`src/hw/rtl/gnpc_pkg.sv`:
```
package gnpc_pkg;

   localparam int DIM_W      = 8;
   localparam int PIECE_W    = 6;
   localparam int COUNT_W    = 64;
   localparam int REQ_DATA_W = 24;
   localparam int RSP_DATA_W = 64;

   typedef enum logic [3:0] {
      ST_IDLE,
      ST_CHECK,
      ST_LIST,
      ST_XFETCH,
      ST_XLOAD,
      ST_YRUN,
      ST_YDRAIN,
      ST_WRITE,
      ST_SUMRUN,
      ST_SUMDRAIN,
      ST_DONE
   } state_type;

   // commands from the controller to the datapath
   typedef struct packed {
      logic load;
      logic list_step;
      logic x_load;
      logic y_issue;
      logic cell_write;
      logic sum_issue;
      logic result_load;
   } cmd_type;

   // status from the datapath to the controller
   typedef struct packed {
      logic size_err;
      logic empty;
      logic list_last;
      logic skip;
      logic y_last;
      logic x_last;
      logic j_last;
      logic row_last;
   } status_type;

endpackage

```
`src/hw/rtl/gnpc_ctrl.sv`:
```
module gnpc_ctrl
   import gnpc_pkg::*;
(
   input  logic       clock,
   input  logic       reset,
   input  logic       req_tvalid,
   output logic       req_tready,
   output logic       rsp_tvalid,
   input  logic       rsp_tready,
   input  status_type status,
   output cmd_type    cmd
);

   state_type state_ff, state_in;
   logic      rsp_valid_ff, rsp_valid_in;

   always_ff @(posedge clock) begin
      if (reset) begin
         state_ff     <= ST_IDLE;
         rsp_valid_ff <= 1'b0;
      end else begin
         state_ff     <= state_in;
         rsp_valid_ff <= rsp_valid_in;
      end
   end

   always_comb begin
      state_in = state_ff;
      cmd      = '0;
      case (state_ff)
         ST_IDLE: begin
            if (req_tvalid) begin
               cmd.load = 1'b1;
               state_in = ST_CHECK;
            end
         end
         ST_CHECK: begin
            if (status.size_err || status.empty) begin
               state_in = ST_DONE;
            end else begin
               state_in = ST_LIST;
            end
         end
         ST_LIST: begin
            cmd.list_step = 1'b1;
            if (status.list_last) begin
               state_in = ST_XFETCH;
            end
         end
         ST_XFETCH: begin
            state_in = ST_XLOAD;
         end
         ST_XLOAD: begin
            cmd.x_load = 1'b1;
            state_in   = status.skip ? ST_WRITE : ST_YRUN;
         end
         ST_YRUN: begin
            cmd.y_issue = 1'b1;
            if (status.y_last) begin
               state_in = ST_YDRAIN;
            end
         end
         ST_YDRAIN: begin
            state_in = ST_WRITE;
         end
         ST_WRITE: begin
            cmd.cell_write = 1'b1;
            if (status.x_last && status.j_last && status.row_last) begin
               state_in = ST_SUMRUN;
            end else begin
               state_in = ST_XFETCH;
            end
         end
         ST_SUMRUN: begin
            cmd.sum_issue = 1'b1;
            if (status.y_last) begin
               state_in = ST_SUMDRAIN;
            end
         end
         ST_SUMDRAIN: begin
            state_in = ST_DONE;
         end
         ST_DONE: begin
            // wait for the output register to free up
            if (!rsp_valid_ff || rsp_tready) begin
               cmd.result_load = 1'b1;
               state_in        = ST_IDLE;
            end
         end
         default: begin
            state_in = ST_IDLE;
         end
      endcase
   end

   always_comb begin
      if (cmd.result_load) begin
         rsp_valid_in = 1'b1;
      end else if (rsp_tready) begin
         rsp_valid_in = 1'b0;
      end else begin
         rsp_valid_in = rsp_valid_ff;
      end
   end

   assign req_tready = (state_ff == ST_IDLE);
   assign rsp_tvalid = rsp_valid_ff;

endmodule

```
`config.mk`:
```
export PLATFORM = sky130hd
export DESIGN_NAME = gnpc_ctrl
export DESIGN_NICKNAME = d
export VERILOG_FILES = /design/src/hw/rtl/gnpc_pkg.sv /design/src/hw/rtl/gnpc_ctrl.sv
export SDC_FILE = /design/constraint.sdc
export NUM_CORES = 1
export LEC_CHECK = 0
export BUFFER_PORTS_ARGS = -buffer_cell sky130_fd_sc_hd__buf_2
export CORE_AREA = 2 2 39 41
export CTS_CLUSTER_DIAMETER = 50
export DETAILED_ROUTE_END_ITERATION = 12
export DIE_AREA = 0 0 41 43
export PLACE_DENSITY_LB_ADDON = 0.25
export SKIP_CTS_REPAIR_TIMING = 1
export SKIP_LAST_GASP = 1
export SYNTH_ARGS = -nofsm -noshare
export SYNTH_HDL_FRONTEND = slang
export SYNTH_SLANG_ARGS = --single-unit
```
`constraint.sdc`:
```
create_clock -name clock -period 2.2 [get_ports clock]
set_clock_uncertainty 0.15 [all_clocks]
set_input_delay 0 -clock clock [delete_from_list [all_inputs] [get_ports clock]]
set_output_delay 0 -clock clock [all_outputs]
set_load 0.005 [all_outputs]
```
==> results.cfg <==
[run_status]
status = finished with violations
violations = hold timing

[clock_tree]
clk_latency_ps = 240
clkSinkCount = 5
cts_max_path_buffers = 2
cts_buffers = 3
clk_pin_slew_ps = 50
cts-root-buf = clkbuf_4
htreeDepth = 1
cts_tree = yes

[synth]
synthAdderAreaFrac = 0
synth_flop_cell = dfxtp_1
yosys.area_share.simple = 0.349
yosysSeqAreaShare = 0.220
synth_top_family_by_area = simple AND/OR/NAND/NOR gates
synth_edf_count = 0
avgSynthCellArea_um2 = 7.47
postSynthCellCount = 61
synth_nets = 73
synth-xor-area-share = 0.0192
syn_area_um2 = 455
synth-async-reset-ratio = 0
synth.distinct_cells = 31
synth.ff_latch_count = 5
synth_compound_area_frac = 0.286
synth_warnings = 0
synth_mux_area_frac = 0

[route]
firstDrtPassIters = 4
finalWirelength_um = 1110
ant_nets = 0
vias = 491
drtIter0Drc = 8
drc = 0
drt-wirelength-per-cell_um = 11.4
viasPerCell = 5.01

[die]
rows = 14
ios = 21
dieArea_mm2 = 0.00176
die_x_um = 41
fp.dieH_um = 43
coreArea_mm2 = 0.00138
start_util = 0.329

[critical_path]
cp_cell_sequence = nor2_1 > nand3_1 > a21oi_1 > dlygate4sd3_1
worst-endpoint-arrival_ps = 1760
path_class = reg2reg
cpPeakStageDelay_ps = 630
cp-end-kind = flop
critPathSlowestCell = dfxtp_1
critPathMaxFanout = 12
worstSetupStartpointType = flop
cpLargestDelayFamily = flip-flops
r2r_slack_ps = 420
critPathBufInv = 1
worstPathRequired_ps = 2170

[sta]
period_needed_ps = 1780
tightest_slew_ps = 557
report.final.slew_viol_count = 0
max_freq_mhz = 561
relSlewSlack = 0.628
fin_setup_tns_ps = 0
rsz0062_at_grt = no
timing_hold_violations_final = 1
post-route-period-util = 0.811
timing.hold.ws_ps = -16.0
finalSetupViolCount = 0

[global_routing]
grt_overflow = 0
grt_max_degree = 17
grtUsageTotal = 0.147
grt_pass1_vias = 444
grt_pass1_wl_um = 1760
antenna_found_initial = 0

[layout]
layout-drive-gt1-share = 0.341
fin_cells = 98
finalNetCount = 95
n_antenna_cell = 0
area_delta_synth_final_pct = 26.4
n_fill_cell = 153

[placement]
port_buffers = 20
gp_congestion = 0.761
dp_cells = 92
hpwl_um = 817

[run]
cap_violations = 0

[power_and_ir_drop]
ir_drop_mv = 0.390
p_leak_uw = 0.000268
powerDensity_mw_per_mm2 = 1120

[hold_path]
hold_class = in2reg
tightest hold or removal path: stages:
cell and delay (ps):
buf_2 90, nor2_1 40, a21oi_1 110, o32ai_1 80
synth_stat cells (2+ instances only):
master     count  share of area
a21oi_1        4          0.044
nand2_1        3          0.025
o21ai_1        2          0.022
buf_6          3          0.074
nor2b_1        2          0.027
nor3_1         2          0.022
nand3_1        2          0.022
inv_1          3          0.025
o21ai_0        2          0.022
nand2b_1       2          0.027
a2bb2oi_1      2          0.038
dfxtp_1        5           0.22
nor2_1        11          0.091
sequential cells by signal, summed over array words and instances, names as in the netlist:
name        cells
rsp_tvalid      1
state_ff        4
path summary, 6_finish.rpt:
check,start,end,depth (start not counted)
worst max-delay path,state_ff[2],rsp_tvalid,4
worst min-delay path,status[5],state_ff[1],4
worst min register to register,state_ff[3],state_ff[2],1
worst max register to register,state_ff[2],rsp_tvalid,4
report_power, final:
part           switching [uW]  internal, uW
sequential                100           119
combinational             147           170
clock                    41.4          68.8
metrics by stage:
| stage | utilization | setup WS (ps) | power, uW | area (um2) |
|---|---|---|---|---|
| floorplan | - | 964 | 475 | 455 |
| global placement | 0.382 | 661 | 531 | 529 |
| detailed placement | 0.382 | 633 | 532 | 529 |
| CTS | 0.401 | 630 | 646 | 556 |
| global route | 0.416 | 353 | 706 | 576 |
| finish | 0.416 | 416 | 646 | 576 |
kinds of logic (layout without fill, tap and decap cells):
kind of cell | count (synthesis) | in the layout
XOR/XNOR | 1 | 1
AO/OA/AOI/OAI | 18 | 18
AND/OR/NAND/NOR | 29 | 29
flip-flops | 5 | 5
buffers and inverters | 8 | 29
metal layers:
| metal | up-vias | wire (um) | track usage |
|---|---|---|---|
| li1 | 260 | - | - |
| met5 | - | 0 | 0 |
| met4 | 0 | 9 | 0.100 |
| met2 | 10 | 559 | 0.213 |
| met1 | 219 | 499 | 0.183 |
| met3 | 2 | 46 | 0.0314 |
layout make-up:
type                    instances  area [um2]  share of cell area
repair buffers                 22         120               0.209
clock buffers                   4        26.3              0.0457
inverters                       3        11.3              0.0196
multi-input cells              48         298               0.517
well taps                      16        20.0              0.0348
flip-flops and latches          5         100               0.174
layout by cell type (no fill, tap or decap), types with 3 or more instances in the layout:
cell      Yosys  layout
inv_1         3       3
clkbuf_4      0       3
dfxtp_1       5       5
a21oi_1       4       4
nor2_1       11      11
buf_2         1      20
nand2_1       3       3
(Power assumes the default switching activity.)
